<file path="src/rtl/core/modexp_pkg.sv">
// Shared constants and types of the modular exponentiation block.
`default_nettype none
package modexp_pkg;
	localparam int DATA_W = 32;
	localparam int OPND_W = 32;
	localparam int CNT_W = $clog2(OPND_W);
	localparam int PADDR_W = 3;
	localparam int REG_IDX_W = 1;

	localparam logic [REG_IDX_W-1:0] REG_MODULUS = 1'b0;
	localparam logic [REG_IDX_W-1:0] REG_EXPONENT = 1'b1;

	localparam logic [DATA_W-1:0] MODULUS_RESET = DATA_W'(2);
	localparam logic [DATA_W-1:0] EXPONENT_RESET = '0;

	typedef logic [OPND_W-1:0] opnd_t;

	typedef struct packed {
		logic [DATA_W-1:0] modulus;
		logic [DATA_W-1:0] exponent;
	} cfg_t;

	typedef struct packed {
		logic  start;
		opnd_t a;
		opnd_t b;
		opnd_t m;
	} mm_ctl_t;

	typedef struct packed {
		logic  done;
		opnd_t product;
	} mm_sts_t;
endpackage
`default_nettype wire

</file>
<file path="src/rtl/core/modular_exponentiation.sv">
// Every modular multiply runs on the shared bit-serial unit.
// An item needs one reduction, one multiply per set exponent bit and one square per bit
// below the top set bit; with a modulus below 2 the result is 0 and no multiply is run.
// Throughput: one item at a time; message_ready is high only while the sequencer is idle.
// Reset: arst_n clears the sequencer and output valid and loads modulus 2, exponent 0.
`default_nettype none
module modular_exponentiation
	import modexp_pkg::*;
(
	input  wire logic               clk,
	input  wire logic               arst_n,
	input  wire logic [DATA_W-1:0]  message,
	input  wire logic               message_valid,
	output logic                    message_ready,
	output logic      [DATA_W-1:0]  result,
	output logic                    result_valid,
	input  wire logic               result_ready,
	input  wire logic               psel,
	input  wire logic               penable,
	input  wire logic               pwrite,
	input  wire logic [PADDR_W-1:0] paddr,
	input  wire logic [DATA_W-1:0]  pwdata,
	output logic      [DATA_W-1:0]  prdata,
	output logic                    pready
);
	typedef enum logic [2:0] {
		S_IDLE,
		S_REDUCE,
		S_CHECK,
		S_MUL,
		S_SQR,
		S_FINISH
	} state_t;

	state_t  state_q;
	cfg_t    cfg;
	mm_ctl_t mm_ctl_q;
	mm_sts_t mm_sts;
	opnd_t   acc_q;
	opnd_t   base_q;
	opnd_t   exp_q;
	opnd_t   result_q;
	logic    result_valid_q;
	opnd_t   cfg_m;
	opnd_t   cfg_e;

	modexp_regs u_regs (
		.clk    (clk),
		.arst_n (arst_n),
		.psel   (psel),
		.penable(penable),
		.pwrite (pwrite),
		.paddr  (paddr),
		.pwdata (pwdata),
		.prdata (prdata),
		.pready (pready),
		.cfg    (cfg)
	);

	modexp_modmul u_modmul (
		.clk   (clk),
		.arst_n(arst_n),
		.ctl   (mm_ctl_q),
		.sts   (mm_sts)
	);

	assign cfg_m = cfg.modulus[OPND_W-1:0];
	assign cfg_e = cfg.exponent[OPND_W-1:0];

	always_ff @(posedge clk or negedge arst_n) begin
		if (!arst_n) begin
			state_q <= S_IDLE;
			mm_ctl_q <= '0;
			result_valid_q <= 1'b0;
			acc_q <= '0;
			base_q <= '0;
			exp_q <= '0;
			result_q <= '0;
		end else begin
			mm_ctl_q.start <= 1'b0;
			if (result_valid_q && result_ready) begin
				result_valid_q <= 1'b0;
			end
			case (state_q)
				S_IDLE: begin
					if (message_valid) begin
						if (cfg_m < OPND_W'(2)) begin
							acc_q <= '0;
							state_q <= S_FINISH;
						end else begin
							acc_q <= OPND_W'(1);
							exp_q <= cfg_e;
							mm_ctl_q.start <= 1'b1;
							mm_ctl_q.a <= OPND_W'(1);
							mm_ctl_q.b <= message[OPND_W-1:0];
							mm_ctl_q.m <= cfg_m;
							state_q <= S_REDUCE;
						end
					end
				end
				S_REDUCE: begin
					if (mm_sts.done) begin
						base_q <= mm_sts.product;
						state_q <= S_CHECK;
					end
				end
				S_CHECK: begin
					if (exp_q == '0) begin
						state_q <= S_FINISH;
					end else if (exp_q[0]) begin
						mm_ctl_q.start <= 1'b1;
						mm_ctl_q.a <= acc_q;
						mm_ctl_q.b <= base_q;
						state_q <= S_MUL;
					end else begin
						mm_ctl_q.start <= 1'b1;
						mm_ctl_q.a <= base_q;
						mm_ctl_q.b <= base_q;
						state_q <= S_SQR;
					end
				end
				S_MUL: begin
					if (mm_sts.done) begin
						acc_q <= mm_sts.product;
						if (exp_q[OPND_W-1:1] == '0) begin
							exp_q <= '0;
							state_q <= S_FINISH;
						end else begin
							mm_ctl_q.start <= 1'b1;
							mm_ctl_q.a <= base_q;
							mm_ctl_q.b <= base_q;
							state_q <= S_SQR;
						end
					end
				end
				S_SQR: begin
					if (mm_sts.done) begin
						base_q <= mm_sts.product;
						exp_q <= {1'b0, exp_q[OPND_W-1:1]};
						state_q <= S_CHECK;
					end
				end
				S_FINISH: begin
					if (!result_valid_q || result_ready) begin
						result_q <= acc_q;
						result_valid_q <= 1'b1;
						state_q <= S_IDLE;
					end
				end
				default: state_q <= S_IDLE;
			endcase
		end
	end

	assign message_ready = (state_q == S_IDLE);
	assign result_valid = result_valid_q;
	assign result = DATA_W'(result_q);
endmodule
`default_nettype wire

</file>
<file path="src/rtl/core/modexp_regs.sv">
// APB configuration registers holding the modulus and the exponent.
`default_nettype none
module modexp_regs
	import modexp_pkg::*;
(
	input  wire logic               clk,
	input  wire logic               arst_n,
	input  wire logic               psel,
	input  wire logic               penable,
	input  wire logic               pwrite,
	input  wire logic [PADDR_W-1:0] paddr,
	input  wire logic [DATA_W-1:0]  pwdata,
	output logic      [DATA_W-1:0]  prdata,
	output logic                    pready,
	output cfg_t                    cfg
);
	logic [DATA_W-1:0]    modulus_q;
	logic [DATA_W-1:0]    exponent_q;
	logic [REG_IDX_W-1:0] idx;
	logic                 wr_en;

	assign idx = paddr[PADDR_W-1:2];
	assign wr_en = psel && penable && pwrite;
	assign pready = 1'b1;

	always_ff @(posedge clk or negedge arst_n) begin
		if (!arst_n) begin
			modulus_q <= MODULUS_RESET;
			exponent_q <= EXPONENT_RESET;
		end else if (wr_en) begin
			case (idx)
				REG_MODULUS: modulus_q <= pwdata;
				REG_EXPONENT: exponent_q <= pwdata;
				default: ;
			endcase
		end
	end

	always_comb begin
		case (idx)
			REG_MODULUS: prdata = modulus_q;
			REG_EXPONENT: prdata = exponent_q;
			default: prdata = '0;
		endcase
	end

	assign cfg.modulus = modulus_q;
	assign cfg.exponent = exponent_q;
endmodule
`default_nettype wire

</file>
<file path="src/rtl/core/modexp_modmul.sv">
// Bit-serial interleaved modular multiplier, one multiplier bit per cycle.
`default_nettype none
module modexp_modmul
	import modexp_pkg::*;
(
	input  wire logic    clk,
	input  wire logic    arst_n,
	input  wire mm_ctl_t ctl,
	output mm_sts_t      sts
);
	opnd_t             a_q;
	opnd_t             b_q;
	opnd_t             m_q;
	opnd_t             r_q;
	opnd_t             r_next;
	logic [CNT_W-1:0]  cnt_q;
	logic              busy_q;
	logic              done_q;
	logic [OPND_W+1:0] t;
	logic [OPND_W+1:0] t1;
	logic [OPND_W+1:0] t2;
	logic [OPND_W+1:0] m1;
	logic [OPND_W+1:0] m2;

	always_comb begin
		m1 = {2'b00, m_q};
		m2 = {1'b0, m_q, 1'b0};
		t = {1'b0, r_q, 1'b0} + (b_q[OPND_W-1] ? {2'b00, a_q} : '0);
		t1 = t - m1;
		t2 = t - m2;
		if (t >= m2) begin
			r_next = t2[OPND_W-1:0];
		end else if (t >= m1) begin
			r_next = t1[OPND_W-1:0];
		end else begin
			r_next = t[OPND_W-1:0];
		end
	end

	always_ff @(posedge clk or negedge arst_n) begin
		if (!arst_n) begin
			busy_q <= 1'b0;
			done_q <= 1'b0;
			cnt_q <= '0;
		end else begin
			done_q <= 1'b0;
			if (ctl.start) begin
				busy_q <= 1'b1;
				cnt_q <= CNT_W'(OPND_W - 1);
			end else if (busy_q) begin
				cnt_q <= cnt_q - CNT_W'(1);
				if (cnt_q == '0) begin
					busy_q <= 1'b0;
					done_q <= 1'b1;
				end
			end
		end
	end

	always_ff @(posedge clk) begin
		if (ctl.start) begin
			a_q <= ctl.a;
			b_q <= ctl.b;
			m_q <= ctl.m;
			r_q <= '0;
		end else if (busy_q) begin
			b_q <= {b_q[OPND_W-2:0], 1'b0};
			r_q <= r_next;
		end
	end

	assign sts.done = done_q;
	assign sts.product = r_q;
endmodule
`default_nettype wire

</file>
<file path="config.mk">
export PLATFORM = sky130hd
export DESIGN_NAME = modular_exponentiation
export DESIGN_NICKNAME = d
export VERILOG_FILES = /design/src/rtl/core/modexp_pkg.sv /design/src/rtl/core/modular_exponentiation.sv /design/src/rtl/core/modexp_regs.sv /design/src/rtl/core/modexp_modmul.sv
export SDC_FILE = /design/constraint.sdc
export NUM_CORES = 1
export LEC_CHECK = 0
export BUFFER_PORTS_ARGS = -buffer_cell sky130_fd_sc_hd__buf_2
export CORE_MARGIN = 8
export CORE_UTILIZATION = 45
export CTS_CLUSTER_SIZE = 30
export DETAILED_ROUTE_END_ITERATION = 8
export GPL_ROUTABILITY_DRIVEN = 0
export SKIP_LAST_GASP = 1
export SLEW_MARGIN = 20
export SYNTH_ARGS = -nofsm -noshare
export SYNTH_HDL_FRONTEND = slang
export SYNTH_SLANG_ARGS = --single-unit
</file>
<file path="constraint.sdc">
create_clock -name clk -period 6.2 [get_ports clk]
set_input_delay 0.62 -clock clk [delete_from_list [all_inputs] [get_ports clk]]
set_output_delay 0.62 -clock clk [all_outputs]
set_load 0.05 [all_outputs]
</file>
* Word level (Yosys, flattened, before mapping) *
Cells that the tools add are included.

storage, ports and cells
  flip-flop bits (word level) = 428
  input bits = 74
  output and inout bits = 67
  word-level logic and storage cells = 108

cells by class
  add/subtract/negate cells = 4
  order comparisons = 3
  eq/ne operators = 14
  muxes and demuxes = 43
  bitwise operators = 2
  reductions and logical operators = 23

operators with widths
  kind                                                                           number
  32-bit two-way mux                                                             12
  65-bit two-way mux                                                             3
  65-bit case mux with 3 select lines                                            1
  97-bit two-way mux                                                             2
  32-bit case mux with 2 select lines                                            2
  32-bit case mux with 3 select lines                                            1
  64-bit two-way mux                                                             1
  32-bit subtractor                                                              2
  33-bit by 32-bit adder with 34-bit output                                      1
  34-bit by 32-bit greater-or-equal comparator with 1-bit output                 1
  34-bit by 33-bit greater-or-equal comparator with 1-bit output                 1
  32-bit zero test                                                               1
  32-bit by 2-bit less-than comparator with 1-bit output, second input constant  1
  31-bit zero test                                                               1
  3-bit two-way mux                                                              7
  3-bit case mux with 5 select lines                                             1
  2-bit inequality test, second input constant                                   6
  6-bit AND reduction                                                            2
  1-bit two-way mux                                                              11
  5-bit two-way mux                                                              2
  2-bit AND reduction                                                            4
  3-bit by 2-bit equality test with 1-bit output, second input constant          2
  3-bit equality test, second input constant                                     2
  2-bit by 1-bit inequality test with 1-bit output, second input constant        3
  13 further kinds                                                               19

* Logic depth before layout (Yosys ltp) *
  depth in word-level cells = 5
  mapped depth = 24

* By module *
Synthesis repeated with hierarchy kept, for this count alone.

second synthesis, totals
  cell total of the unflattened synthesis = 2,015
  area total of the unflattened synthesis = 22,856.9 µm²

by module, submodules not included
  module                  times used  cells each  area an instance (µm²)  seq. area each (µm²)
  modexp_modmul           1           1,103       10,358.7                3,698.5
  modular_exponentiation  1           738         9,585.4                 5,730.5
  modexp_regs             1           174         2,912.8                 1,602.8

* Worst setup path after synthesis *
No wires, ideal clock.

  path kind = reg2reg
  start = register u_modmul.b_q[31]
  end = register u_modmul.r_q[21]
  library setup time = 0.074 ns
  data arrival time = 5.136 ns
  slack = 0.990 ns
  stages on the path, launching flop included = 21
  cells stage by stage = edfxtp_1 > clkbuf_1 > nand2_1 > fa_1 > nand2b_1 > a21o_1 > a211o_1 > a211o_1 > a211oi_1 > or2_2 > xor2_1 > ha_1 > a21oi_1 > o21ai_0 > o41ai_1 > o221ai_1 > o311ai_1 > o211a_2 > nand2_2 > or4_1 > a31oi_1

between the ends
  word-level cells in the longest chain between the ends = 5

ends and longest elaborated chain
  item                                                                                                        RTL line                                  text
  from (decl)                                                                                                 modexp_modmul.sv:12                       opnd_t b_q;
  from (signal assigned)                                                                                      modexp_modmul.sv:63                       b_q <= ctl.b;
  from (signal assigned)                                                                                      modexp_modmul.sv:67                       b_q <= {b_q[OPND_W-2:0], 1'b0};
  32-bit two-way mux (*)                                                                                      modexp_modmul.sv:28                       t = {1'b0, r_q, 1'b0} + (b_q[OPND_W-1] ? {2'b00, a_q} : '0);
  33-bit by 32-bit adder with 34-bit output (*)                                                               modexp_modmul.sv:28
  32-bit subtractor / 34-bit by 32-bit greater-or-equal comparator with 1-bit output (equally long branches)  modexp_modmul.sv:29, modexp_modmul.sv:33
  32-bit two-way mux                                                                                          modexp_modmul.sv:33                       end else if (t >= m1) begin
  32-bit two-way mux (*)                                                                                      modexp_modmul.sv:31                       if (t >= m2) begin
  to (signal assigned)                                                                                        modexp_modmul.sv:68                       r_q <= r_next;
  to (decl)                                                                                                   modexp_modmul.sv:14                       opnd_t r_q;

Mark *: on every way between the ends. The rest lies on a longest branch, timed or not.
A chain may end at the register's enable or synchronous reset.

* Worst setup path in the final report *
  start = register u_modmul.b_q[31]
  end = register u_modmul.r_q[17]

Same word-level chain as after synthesis.

==> out/metrics.yaml <==
setup_tns_ns: 0
end_kind: "register"
crit_arrival_ns: 6.34
postRouteAntennaNets: 0
die_w_um: 240
synth-main-ff-cell: "dfrtp_1"
synth_edf_count: 96
clock_path_buffers: 3
grt_util_met2_pct: 35.0
cts_tree: "done"
synthCells: 2152
seq_area_sq_mm: 0.0110
dr_total_vias: 17400
root_buffer: "clkbuf_16"
port_buffers: 137
synthTopCellsByArea: "dfrtp_1 (33%), edfxtp_1 (13%), mux2_2 (11%)"
track_usage_pct: 21.0
grt_use_met1_pct: 28.1
worstMarginPinSlew_ns: 1.05
period_share_pct: 94.4
finalMaxSlewViolations: 0
yosysMostFrequentCell: "dfrtp_1"
r2r_cells: 20
fin_crit_ns: 5.85
htreeDepth: 2
muxShareOfSynthArea_pct: 11.6
die_h_um: 240
status: "finished, final reports clean"
synth_top_family_by_area: "compound AO/OA/AOI/OAI gates"
drt_pass1_iterations: 8
rrSetupSlack_ns: 0.35
r2r_end: "u_modmul.r_q[17]$_SDFFE_PP0P_"
synth.top_cell.area_share_pct: 33.0
grt_max_degree: 170
clk_pin_slew_ns: 0.06
hold_path.class: "input port to register"
netlist_area_sq_mm: 0.0227
finalSetupViolCount: 0
rsz0062_at_grt: "no"
final_hold_viol_count: 0
relSlewSlack_pct: 30.2
cap_violations: 0
antenna_cells: 0
cp-endpoint: "u_modmul.r_q[17]$_SDFFE_PP0P_"
start_util_pct: 45.3
vias_per_cell: 5.83
area_growth_pct: 13.7
synthSimpleGateAreaFrac_pct: 11.6
grt-ovfl-total: 0
grt_pass1_wl_um: 96800
synth-xor-area-share_pct: 2.75
wl_per_cell_um: 20.6
synth_cell_types: 87
startpoint: "u_modmul.b_q[31]$_DFFE_PP_"
worstSetupPathType: "register to register"
cts_buffers: 48
die_area_sq_mm: 0.0578
crit_fanout: 25
cts_sinks: 428
ys_seq_area_share_pct: 48.7
fin_nets: 2443
synth_compound_area_share_pct: 16.0
multi_input_area_sq_mm: 0.0109
async_reset_ff_share_pct: 70.1
grt_util_met3_pct: 3.13
pin_count: 141
skew_ns: 0.0253
core.rowCount: 82
grt_pass1_vias: 17500
core_area_sq_mm: 0.0500
cp.required_ns: 6.69
syn-num-nets: 2326
synth_fa_ha_area_share_pct: 5.62
hpwlAfterDp_um: 44300
post-route-drc-count: 0
cp-start-kind: "register"
synth_commonest_cells: "dfrtp_1 (299), nand2_1 (264), mux2_2 (224), o21ai_0 (135), inv_1 (104)"
max_freq_mhz: 171
finalWirelength_um: 61400
clkLatencyLatePin_ns: 0.59
avgSynthCellArea_sq_um: 10.5
grt.busiest_layer: "met2"
layout-drive-gt1-share_pct: 22.2
antenna_found_initial: 0
ys_seq_elements: 428
drtIter0Drc: 1467
reg2reg_from: "u_modmul.b_q[31]$_DFFE_PP_"
ys_warn_count: 0
synth_largest_area_cell: "dfrtp_1"
fillers: 4504
[layer usage]
| layer | vias up | wire, um |
|---|---|---|
| met4 | 0 | 1730 |
| met3 | 116 | 3110 |
| li1 | 8140 | - |
| met2 | 497 | 29300 |
| met5 | - | 0 |
| met1 | 8625 | 27300 |
[stage by stage]
stage / cells / utilization (%) / hold WS, ns / instance area (sq um) / worst slack [ns]
5_1_grt: 2981 / 51.5 / 0.255 / 25700 / 0.0348
6_report: 2981 / 51.5 / 0.261 / 25700 / 0.347
2_1_floorplan: 2152 / - / 0.324 / 22700 / 0.990
3_3_place_gp: 2888 / 48.2 / 0.429 / 24100 / 0.294
3_5_place_dp: 2888 / 48.2 / 0.432 / 24100 / 0.175
4_1_cts: 2979 / 51.4 / 0.235 / 25700 / 0.150
[worst max-delay path, stage by stage (launching register included)]
cell	delay, ns
edfxtp_1	0.43
buf_4	0.22
and2_1	0.15
ha_1	0.43
nand4_1	0.16
or2_0	0.25
a211o_1	0.28
a211o_1	0.40
nor2b_1	0.20
o21ai_0	0.22
xor2_1	0.09
buf_4	0.16
ha_1	0.48
and4_2	0.37
nand4_1	0.21
nor4b_2	0.38
nor2_1	0.07
o211a_2	0.28
and2_2	0.31
or3_1	0.41
a311oi_1	0.25
[how the worst min path moves through the flow]
| stage | start | end | slack [ns] | cells past startpoint |
|---|---|---|---|---|
| finish | message[7] | mm_ctl_q[39]$_DFFE_PN0P_ | 0.26 | 3 |
| global route | message[23] | mm_ctl_q[55]$_DFFE_PN0P_ | 0.26 | 3 |
| CTS | message[7] | mm_ctl_q[39]$_DFFE_PN0P_ | 0.24 | 3 |
| detailed placement | mm_ctl_q[90]$_DFFE_PN0P_ | u_modmul.a_q[26]$_DFFE_PP_ | 0.43 | 0 |
| global placement | mm_ctl_q[94]$_DFFE_PN0P_ | u_modmul.a_q[30]$_DFFE_PP_ | 0.43 | 0 |
| floorplan | arst_n | acc_q[0]$_DFFE_PN0P_ | 0.32 | 0 |
[flip-flops by register name, indices dropped and copies added, names as in the netlist, 32 cells and up]
name and flops:
u_modmul.b_q 32, u_modmul.r_q 32, u_regs.modulus_q 32, exp_q 32, result 32, acc_q 32, base_q 32, u_regs.exponent_q 32
u_modmul.a_q 32, mm_ctl_q 97, u_modmul.m_q 32
[logic make-up after synthesis]
family | Yosys count
buffers and inverters | 212
adders and majority gates | 100
xor gates and xnor gates | 71
other | 1
and+or+nand+nor | 569
muxes | 235
DFF | 428
AOI/OAI and AO/OA | 536
[cell usage in the layout, fill, tap and decap left out, types with 25 or more instances in the layout]
| cell type | instances |
|---|---|
| dfrtp_1 | 298 |
| nand2_1 | 264 |
| mux2_2 | 224 |
| buf_2 | 136 |
| o21ai_0 | 135 |
| inv_1 | 104 |
| ha_1 | 97 |
| edfxtp_1 | 96 |
| a21oi_1 | 94 |
| nor2_1 | 85 |
| a22oi_1 | 66 |
| clkbuf_16 | 49 |
| xnor2_1 | 45 |
| nand3_1 | 38 |
| and2_1 | 34 |
| buf_4 | 33 |
| dfxtp_1 | 32 |
| a222oi_1 | 31 |
| nor3_1 | 29 |
| a21o_1 | 26 |
| xor2_1 | 25 |
[timing repair]
action                                  in CTS  in global routing
endpoints found under the setup margin       0                 31
resized for setup                            0                  8
hold buffers                                 1                  0
hold endpoints to repair                    56                  0
buffers inserted                             0                  1
[area by class of cell]
class	instances	share of cell area (%)
sequential	428	42.9
multi-input combinational	1513	42.3
clock buffer	74	5.59
timing repair buffer	172	3.78
tap	672	3.27
inverter	106	1.55
clock inverter	16	0.627
Power is left out: the tool's default activity adds up to more than one toggle a clock period on the data nets, which glitch-free logic cannot reach.
